==> src/rtl/core/tpma_pkg.sv <==
// tpma_pkg: phase codes, hold-register update codes and the control struct
// shared by the two-port memory access arbiter top level and its phase decoder
// no dependencies
package tpma_pkg;

    localparam int PHASE_W = 4;

    typedef logic [PHASE_W-1:0] phase_t;

    // arbiter phases
    localparam phase_t PH_IDLE = 4'd0;
    localparam phase_t PH_DEV0 = 4'd1;
    localparam phase_t PH_WR0  = 4'd2;
    localparam phase_t PH_END0 = 4'd3;
    localparam phase_t PH_RD0  = 4'd4;
    localparam phase_t PH_GET0 = 4'd5;
    localparam phase_t PH_DEV1 = 4'd6;
    localparam phase_t PH_WR1  = 4'd7;
    localparam phase_t PH_END1 = 4'd8;
    localparam phase_t PH_RD1  = 4'd9;
    localparam phase_t PH_GET1 = 4'd10;

    typedef logic [1:0] hold_op_t;

    // update codes for the address and write data hold registers
    localparam hold_op_t HOLD_KEEP = 2'd0;
    localparam hold_op_t HOLD_ZERO = 2'd1;
    localparam hold_op_t HOLD_REQ0 = 2'd2;
    localparam hold_op_t HOLD_REQ1 = 2'd3;

    typedef struct packed {
        logic     mem_write;
        logic     mem_read;
        logic     ack0;
        logic     ack1;
        hold_op_t addr_op;
        hold_op_t wdata_op;
        logic     rdata0_load;
        logic     rdata1_load;
    } tpma_ctl_t;

endpackage

==> src/rtl/core/tpma_fsm.sv <==
// tpma_fsm: next-phase logic and per-phase control decode of the arbiter
// depends on tpma_pkg
module tpma_fsm (
    input  tpma_pkg::phase_t    phase,
    input  logic                req0,
    input  logic                req1,
    input  logic                is_write0,
    input  logic                is_write1,
    input  logic                mem_ready,
    output tpma_pkg::phase_t    phase_next,
    output tpma_pkg::tpma_ctl_t ctl
);
    import tpma_pkg::*;

    // next phase, unused codes behave as idle
    always_comb begin
        case (phase)
            PH_DEV0: phase_next = is_write0 ? PH_WR0 : PH_RD0;
            PH_WR0:  phase_next = mem_ready ? PH_END0 : PH_WR0;
            PH_RD0:  phase_next = mem_ready ? PH_GET0 : PH_RD0;
            PH_END0,
            PH_GET0: phase_next = req1 ? PH_DEV1 : PH_IDLE;
            PH_DEV1: phase_next = is_write1 ? PH_WR1 : PH_RD1;
            PH_WR1:  phase_next = mem_ready ? PH_END1 : PH_WR1;
            PH_RD1:  phase_next = mem_ready ? PH_GET1 : PH_RD1;
            PH_END1,
            PH_GET1: phase_next = req0 ? PH_DEV0 : PH_IDLE;
            default: phase_next = req0 ? PH_DEV0 : (req1 ? PH_DEV1 : PH_IDLE);
        endcase
    end

    // controls follow the phase reached
    always_comb begin
        ctl = '0;
        ctl.addr_op  = HOLD_KEEP;
        ctl.wdata_op = HOLD_KEEP;
        case (phase_next)
            PH_DEV0: begin
                ctl.addr_op  = HOLD_REQ0;
                ctl.wdata_op = HOLD_ZERO;
            end
            PH_WR0: begin
                ctl.mem_write = 1'b1;
                ctl.wdata_op  = HOLD_REQ0;
            end
            PH_END0: ctl.ack0 = 1'b1;
            PH_RD0:  ctl.mem_read = 1'b1;
            PH_GET0: begin
                ctl.ack0        = 1'b1;
                ctl.rdata0_load = 1'b1;
            end
            PH_DEV1: begin
                ctl.addr_op  = HOLD_REQ1;
                ctl.wdata_op = HOLD_ZERO;
            end
            PH_WR1: begin
                ctl.mem_write = 1'b1;
                ctl.wdata_op  = HOLD_REQ1;
            end
            PH_END1: ctl.ack1 = 1'b1;
            PH_RD1:  ctl.mem_read = 1'b1;
            PH_GET1: begin
                ctl.ack1        = 1'b1;
                ctl.rdata1_load = 1'b1;
            end
            default: begin
                ctl.addr_op  = HOLD_ZERO;
                ctl.wdata_op = HOLD_ZERO;
            end
        endcase
    end

endmodule

==> src/rtl/core/two_port_memory_access_arbiter_unit.sv <==
// two_port_memory_access_arbiter_unit: top level of the two-requester memory arbiter
// depends on tpma_pkg and tpma_fsm
// an accepted input beat's result beat is registered in the output register
// one beat per cycle barring m_tready stalls, limited by the single phase register
// reset: synchronous active-low aresetn returns the phase to idle, clears hold registers
// and drops m_tvalid
module two_port_memory_access_arbiter_unit #(
    parameter int ADDR_WIDTH = 16,
    parameter int DATA_WIDTH = 32
) (
    input  logic aclk,
    input  logic aresetn,

    input  logic                                                   s_tvalid,
    output logic                                                   s_tready,
    // req0, req1, is_write0, is_write1, addr_req0, addr_req1, wdata_req0,
    // wdata_req1, mem_ready, mem_rdata, zero pad
    input  logic [((5 + 2*ADDR_WIDTH + 3*DATA_WIDTH + 7) / 8) * 8 - 1:0] s_tdata,

    output logic                                                   m_tvalid,
    input  logic                                                   m_tready,
    // mem_write, mem_read, ack0, ack1, mem_addr, mem_wdata, rdata0, rdata1, zero pad
    output logic [((4 + ADDR_WIDTH + 3*DATA_WIDTH + 7) / 8) * 8 - 1:0]   m_tdata
);
    import tpma_pkg::*;

    // input beat field offsets
    localparam int A0_LSB  = 4;
    localparam int A1_LSB  = A0_LSB + ADDR_WIDTH;
    localparam int D0_LSB  = A1_LSB + ADDR_WIDTH;
    localparam int D1_LSB  = D0_LSB + DATA_WIDTH;
    localparam int RDY_BIT = D1_LSB + DATA_WIDTH;
    localparam int RD_LSB  = RDY_BIT + 1;

    // output beat field offsets
    localparam int OA_LSB  = 4;
    localparam int OW_LSB  = OA_LSB + ADDR_WIDTH;
    localparam int OR0_LSB = OW_LSB + DATA_WIDTH;
    localparam int OR1_LSB = OR0_LSB + DATA_WIDTH;

    // unpacked input fields
    logic                  req0, req1, is_write0, is_write1, mem_ready;
    logic [ADDR_WIDTH-1:0] addr_req0, addr_req1;
    logic [DATA_WIDTH-1:0] wdata_req0, wdata_req1, mem_rdata;

    assign req0       = s_tdata[0];
    assign req1       = s_tdata[1];
    assign is_write0  = s_tdata[2];
    assign is_write1  = s_tdata[3];
    assign addr_req0  = s_tdata[A0_LSB +: ADDR_WIDTH];
    assign addr_req1  = s_tdata[A1_LSB +: ADDR_WIDTH];
    assign wdata_req0 = s_tdata[D0_LSB +: DATA_WIDTH];
    assign wdata_req1 = s_tdata[D1_LSB +: DATA_WIDTH];
    assign mem_ready  = s_tdata[RDY_BIT];
    assign mem_rdata  = s_tdata[RD_LSB +: DATA_WIDTH];

    // machine state and result registers
    phase_t                phase_reg, phase_next;
    logic                  m_tvalid_reg, m_tvalid_next;
    logic                  wr_reg, rd_reg, ack0_reg, ack1_reg;
    logic [ADDR_WIDTH-1:0] addr_reg, addr_next;
    logic [DATA_WIDTH-1:0] wdata_reg, wdata_next;
    logic [DATA_WIDTH-1:0] rdata0_reg, rdata0_next;
    logic [DATA_WIDTH-1:0] rdata1_reg, rdata1_next;

    tpma_ctl_t ctl;
    logic      s_accept;

    // the output register frees up when its beat is taken, so a new input
    // beat can land in the same cycle the previous result leaves
    assign s_tready = !m_tvalid_reg || m_tready;
    assign s_accept = s_tvalid && s_tready;

    tpma_fsm u_fsm (
        .phase      (phase_reg),
        .req0       (req0),
        .req1       (req1),
        .is_write0  (is_write0),
        .is_write1  (is_write1),
        .mem_ready  (mem_ready),
        .phase_next (phase_next),
        .ctl        (ctl)
    );

    // hold register updates selected by the phase reached
    always_comb begin
        case (ctl.addr_op)
            HOLD_ZERO: addr_next = '0;
            HOLD_REQ0: addr_next = addr_req0;
            HOLD_REQ1: addr_next = addr_req1;
            default:   addr_next = addr_reg;
        endcase
        case (ctl.wdata_op)
            HOLD_ZERO: wdata_next = '0;
            HOLD_REQ0: wdata_next = wdata_req0;
            HOLD_REQ1: wdata_next = wdata_req1;
            default:   wdata_next = wdata_reg;
        endcase
        rdata0_next = ctl.rdata0_load ? mem_rdata : rdata0_reg;
        rdata1_next = ctl.rdata1_load ? mem_rdata : rdata1_reg;
    end

    // valid rises on an accepted beat, falls once the result beat is taken
    always_comb begin
        if (s_accept) begin
            m_tvalid_next = 1'b1;
        end else if (m_tready) begin
            m_tvalid_next = 1'b0;
        end else begin
            m_tvalid_next = m_tvalid_reg;
        end
    end

    // hold registers feed the result beat directly, so they reset to zero
    always_ff @(posedge aclk) begin
        if (!aresetn) begin
            phase_reg    <= PH_IDLE;
            m_tvalid_reg <= 1'b0;
            wr_reg       <= 1'b0;
            rd_reg       <= 1'b0;
            ack0_reg     <= 1'b0;
            ack1_reg     <= 1'b0;
            addr_reg     <= '0;
            wdata_reg    <= '0;
            rdata0_reg   <= '0;
            rdata1_reg   <= '0;
        end else begin
            m_tvalid_reg <= m_tvalid_next;
            if (s_accept) begin
                phase_reg  <= phase_next;
                wr_reg     <= ctl.mem_write;
                rd_reg     <= ctl.mem_read;
                ack0_reg   <= ctl.ack0;
                ack1_reg   <= ctl.ack1;
                addr_reg   <= addr_next;
                wdata_reg  <= wdata_next;
                rdata0_reg <= rdata0_next;
                rdata1_reg <= rdata1_next;
            end
        end
    end

    // result beat packing, pad bits stay zero
    always_comb begin
        m_tdata                             = '0;
        m_tdata[0]                          = wr_reg;
        m_tdata[1]                          = rd_reg;
        m_tdata[2]                          = ack0_reg;
        m_tdata[3]                          = ack1_reg;
        m_tdata[OA_LSB +: ADDR_WIDTH]       = addr_reg;
        m_tdata[OW_LSB +: DATA_WIDTH]       = wdata_reg;
        m_tdata[OR0_LSB +: DATA_WIDTH]      = rdata0_reg;
        m_tdata[OR1_LSB +: DATA_WIDTH]      = rdata1_reg;
    end

    assign m_tvalid = m_tvalid_reg;

    // phase only moves on an accepted beat
    a_phase_holds: assert property (@(posedge aclk) disable iff (!aresetn)
        !s_accept |=> $stable(phase_reg))
        else $error("phase changed without an accepted beat");

    // a granted requester always gets a strobe on its next beat
    a_dev_strobe: assert property (@(posedge aclk) disable iff (!aresetn)
        (s_accept && (phase_reg == PH_DEV0 || phase_reg == PH_DEV1))
        |=> (wr_reg || rd_reg))
        else $error("no memory strobe after address phase");

    // acknowledge and memory strobe never share a beat
    a_ack_strobe_excl: assert property (@(posedge aclk) disable iff (!aresetn)
        !((ack0_reg || ack1_reg) && (wr_reg || rd_reg)))
        else $error("acknowledge together with a memory strobe");

    // only one requester acknowledged at a time
    a_single_ack: assert property (@(posedge aclk) disable iff (!aresetn)
        !(ack0_reg && ack1_reg))
        else $error("both requesters acknowledged");

endmodule

==> config.mk <==
export PLATFORM = sky130hd
export DESIGN_NAME = two_port_memory_access_arbiter_unit
export DESIGN_NICKNAME = d
export VERILOG_FILES = /design/src/rtl/core/tpma_pkg.sv /design/src/rtl/core/tpma_fsm.sv /design/src/rtl/core/two_port_memory_access_arbiter_unit.sv
export SDC_FILE = /design/constraint.sdc
export NUM_CORES = 1
export LEC_CHECK = 0
export BUFFER_PORTS_ARGS = -buffer_cell sky130_fd_sc_hd__clkbuf_2
export CORE_MARGIN = 2
export CORE_UTILIZATION = 45
export DETAILED_ROUTE_END_ITERATION = 8
export PLACE_DENSITY = 0.78
export SLEW_MARGIN = 20
export SYNTH_ARGS = -nofsm -noshare
export SYNTH_HDL_FRONTEND = slang
export SYNTH_SLANG_ARGS = --single-unit
==> constraint.sdc <==
create_clock -name aclk -period 2.3 [get_ports aclk]
set_clock_uncertainty 0.15 [all_clocks]
set_input_delay 0.345 -clock aclk [delete_from_list [all_inputs] [get_ports aclk]]
set_output_delay 0.345 -clock aclk [all_outputs]
set_load 0.005 [all_outputs]
# After elaboration in Yosys (flattened, before gate mapping)
# Index checks and enable logic that the tools add are counted.
[totals]
input_bits = 140
elab_cells = 76
ff_bits = 121
[op_classes]
mux = 22
n_eq_ne = 26
reduce_logical = 18
[op_table]
columns = ["cell", "n"]
rows = [
  ["one-hot mux 32 bit (3 select lines)", 1],
  ["one-hot mux 16 bit (3 select lines)", 1],
  ["equality test 4 x 3 -> 1 bit, second input constant", 8],
  ["one-hot mux 4 bit (8 select lines)", 1],
  ["equality test 4 bit, second input constant", 6],
  ["equality test 4 x 2 -> 1 bit, second input constant", 4],
  ["2-to-1 mux 4 bit", 3],
  ["one-hot mux 2 bit (3 select lines)", 2],
  ["OR reduction 2 bit", 6],
  ["2-to-1 mux 1 bit", 11],
  ["equality test 2 bit, second input constant", 4],
  ["equality test 4 x 1 -> 1 bit, second input constant", 2],
  ["AND reduction 2 bit", 4],
  ["OR reduction 8 bit", 1],
  ["2-to-1 mux 3 bit", 2],
  ["nonzero test 3 bit", 2],
  ["OR reduction 6 bit", 1],
  ["equality test 2 x 1 -> 1 bit, second input constant", 2],
  ["2-to-1 mux 2 bit", 1],
  ["nonzero test 2 bit", 1],
  ["logical AND 1 bit", 1],
  ["zero test 1 bit", 1],
  ["logical OR 1 bit", 1],
]

# Depth between registers and ports, before layout
[logic_depth]
depth_word = 9
depth_mapped = 9

# Modules after synthesis
# Synthesis repeated with hierarchy kept, for this count alone.
[hier_totals]
cells_unflattened = 623
area_unflattened_um2 = 5745.5
[by_module_without_submodules]
columns = ["mod", "cells_per_inst", "seq_area_each_um2", "instances", "area_each_um2"]
rows = [
  ["two_port_memory_access_arbiter_unit", 558, 2422.3, 1, 5360.1],
  ["tpma_fsm", 65, 0.0, 1, 385.4],
]

# Worst setup path after synthesis
# OpenSTA, ideal clock, no wires.
[synth_path]
path_kind = "flip-flop to flip-flop"
startpoint = "register phase_reg[1]"
endpoint = "register rdata1_reg[10]"
n_path_buf = 4
slack_ns = -0.238
stages_incl_launch_ff = 10
setup_ns = 0.132
period_less_slack_ns = 2.538
required_ns = 2.018
arrival_time_ns = 2.255
path_cell_list = "dfxtp_1 -> buf_6 -> or3b_1 -> a32o_1 -> buf_6 -> or4_4 -> buf_6 -> buf_6 -> o31ai_2 -> a21oi_1"
[synth_via]
elab_chain_len = 6
word_cells_on_any_way = 16
[synth_rtl]
columns = ["element", "line_no", "source"]
rows = [
  ["from (decl)", "two_port_memory_access_arbiter_unit.sv:58", "phase_t phase_reg, phase_next;"],
  ["from (signal assigned)", "two_port_memory_access_arbiter_unit.sv:130", "phase_reg <= phase_next;"],
  ["equality test 4 bit, or another cell as far along", "tpma_fsm.sv:17", "case (phase)"],
  ["OR reduction 2 bit", "tpma_fsm.sv:17", ""],
  ["one-hot mux 4 bit (8 select lines) (*)", "tpma_fsm.sv:17", ""],
  ["equality test 4 bit (*)", "tpma_fsm.sv:37", "case (phase_next)"],
  ["2-to-1 mux 1 bit (*)", "tpma_fsm.sv:37", ""],
  ["AND reduction 2 bit (no source line) (*)", "--", ""],
  ["to (signal assigned)", "two_port_memory_access_arbiter_unit.sv:138", "rdata1_reg <= rdata1_next;"],
  ["to (decl)", "two_port_memory_access_arbiter_unit.sv:64", "logic [DATA_WIDTH-1:0] rdata1_reg, rdata1_next;"],
]
# Mark *: on every way between the ends. The rest lies on a longest branch, timed or not.
# A chain may end at the register's enable or synchronous reset.

# Final worst setup path
[layout_path]
startpoint = "register phase_reg[2]"
endpoint = "register rdata1_reg[11]"
# The elaborated chain is that of the path after synthesis.

==> impl_metrics.json <==
{
  "setup_viol": 65,
  "cts_buffers": 17,
  "violations": "setup timing",
  "insertion_delay_ns": 0.42,
  "clk_pin_slew_worst_paths_ns": 0.06,
  "synth_cell_types": 52,
  "drt_iter0_markers": 747,
  "wl_microns": 22800,
  "grt_pass1_wl_microns": 35900,
  "syn_area_sq_mm": 0.00676,
  "irDropWorstVdd_mv": 0.626,
  "avgRoutedWirePerCell_microns": 18.3,
  "drive_above_1_share_pct": 42.7,
  "port_buffers": 254,
  "grt_pass1_vias": 7139,
  "yosys_warnings": 0,
  "area_growth_pct": 39.3,
  "rows": 44,
  "initial_core_util_pct": 46.4,
  "final_area_sq_mm": 0.00943,
  "power-per-cell-area_mw_per_mm2": 735,
  "core_sq_mm": 0.0146,
  "hold_slack_ns": 0.0211,
  "rsz0062_at_grt": "true",
  "numClockSinks": 121,
  "tightest_slew_ns": 0.636,
  "required_ns": 2.45,
  "grt_antenna_before_repair": 0,
  "yosysTopAreaCell": "dfxtp_1",
  "finalCritPeriodShare_pct": 106,
  "reg2reg_from": "phase_reg[2]",
  "drv_slew": 0,
  "die_x_microns": 127,
  "layout_common_cells": "254 x clkbuf_2, 118 x a21oi_1, 118 x dfxtp_1",
  "hp-class": "in -> reg",
  "ys_seq_area_share_pct": 35.8,
  "ys.flop_type": "dfxtp_1",
  "fmax_mhz": 410,
  "mostFrequentLayoutCell": "clkbuf_2",
  "whs_path_depth": 3,
  "drcViolationCount": 0,
  "syn_inst": 818,
  "nets": 1187,
  "final_cells": 1244,
  "h-tree-depth": 4,
  "grt_max_degree": 56,
  "die_area_sq_mm": 0.0160,
  "worstHoldStart": "s_tdata[118]",
  "chipHeight_microns": 127,
  "dpl.cell_count": 1203,
  "dpl_cell_area_sq_mm": 0.00845,
  "finalCriticalPeriod_ns": 2.44,
  "grt_util_all_layers_pct": 27.0,
  "vias_per_cell": 6.20,
  "cts_tree": "yes",
  "gr-total-overflow": 0,
  "synth_top_area_share_pct": 35.8,
  "async_flop_share_pct": 0,
  "path_max_fanout": 32,
  "critPathKind": "reg -> reg",
  "antenna_cells": 0,
  "min_to": "rdata0_reg[17]",
  "synth-edff-count": 0,
  "hold_violations": 0,
  "critPathLaunch": "phase_reg[2]",
  "dp_hpwl_microns": 14500,
  "first_pass_iters": 5,
  "fin_tns_setup_ns": -3.95,
  "cts-root-buf": "clkbuf_16",
  "leakage_uw": 0.00384,
  "io_pins": 262,
  "hold_buffers": 0,
  "ant_nets": 0,
  "status": "finished, violations left",
  "start_kind": "flip-flop",
  "cts_max_path_buffers": 2,
  "synth.avg_cell_area_sq_um": 8.27,
  "critPathCaptureType": "flip-flop",
  "finalWorstSetupSlack_ns": -0.140,
  "ys_ff_latch": 121,
  "reg2reg_depth": 7,
  "place.gp.congestion": 0.908,
  "vias": 7714,
  "timing.slew.headroom_pct": 57.6,
  "synth_area_leaders": "dfxtp_1 36%, a21oi_1 9.0%, o31ai_1 5.7%, o31ai_2 5.5%, clkbuf_1 4.7%",
  "arrival_ns": 2.59,
  "r2r-end": "rdata1_reg[11]",
  "reg2reg_slack_ns": -0.14,
  "drv_cap": 0
}
==> routing by layer <==
layer  vias to the layer above  share of wire [%]  GRT usage, %
met3                        57                7.1          5.86
li1                       3645                  -             -
met5                         -                  0             0
met2                       381                 49          44.2
met1                      3631                 41          34.6
met4                         0                3.1          11.1
==> stage by stage <==
step | power (uW) | setup WS (ns) | utilization (%)
detailed placement | 4150 | -0.133 | 57.9
global placement | 4120 | -0.102 | 57.9
global route | 7240 | -0.175 | 64.6
finish | 6930 | -0.140 | 64.6
CTS | 6780 | -0.127 | 62.5
floorplan | 3480 | -0.147 | -
==> kinds of logic (layout without fill, tap and decap cells) <==
logic type,count (synthesis),after routing,share of synthesized area (%)
AND/OR/NAND/NOR,172,172,14.0
buffers and inverters,142,381,9.32
flip-flops,121,121,35.8
other,1,4,0.0554
XOR/XNOR,1,1,0.130
AO/OA/AOI/OAI,379,379,40.4
multiplexers,2,2,0.314
==> worst max-delay path by stage <==
stage	depth (start not counted)	endpoint
finish	7	rdata1_reg[11]
global route	7	rdata1_reg[31]
CTS	7	rdata1_reg[11]
detailed placement	7	wdata_reg[9]
global placement	7	wdata_reg[15]
floorplan	9	rdata1_reg[10]
==> Yosys cell counts (all sizes together), types with 16 or more instances <==
cell type	n
a21oi	121
dfxtp	121
clkbuf	84
o31ai	81
buf	38
o21ai	38
nand2	36
nand3	34
nor3	34
a32oi	33
nand4	33
a21o	32
o2111ai	32
inv	19
a211o	17
a221oi	16
==> timing repair <==
action / CTS / global route
setup endpoints to repair: 103 / 116
gates cloned: 1 / 2
resized for setup: 19 / 47
endpoints found under the hold margin: 0 / 0
pin swaps: 1 / 4
buffers inserted: 1 / 5
==> critical path, stage by stage (launching register included) <==
cell and delay, ns:
dfxtp_2 0.36, or3b_4 0.40, a32o_2 0.27, buf_4 0.14, or4_4 0.43, buf_12 0.20
o31ai_2 0.24, a21oi_1 0.10
==> report_power, final <==
| part | leakage (uW) | total (uW) | switching (uW) | internal [uW] |
|---|---|---|---|---|
| Combinational | 0.00258 | 2000 | 1150 | 850 |
| Clock | 0.000271 | 2580 | 1050 | 1530 |
| Sequential | 0.000986 | 2350 | 104 | 2240 |
| Total | 0.00384 | 6930 | 2300 | 4630 |
==> final cells by class <==
cell class | instances | area [sq um]
fillers | 1223 | 5160
multi-input cells | 558 | 4040
flip-flops and latches | 121 | 2430
repair buffers | 329 | 2080
clock buffers | 18 | 439
well taps | 184 | 230
clock inverters | 14 | 135
inverters | 20 | 75.1
No activity file was read; power rests on OpenSTA's default activity.
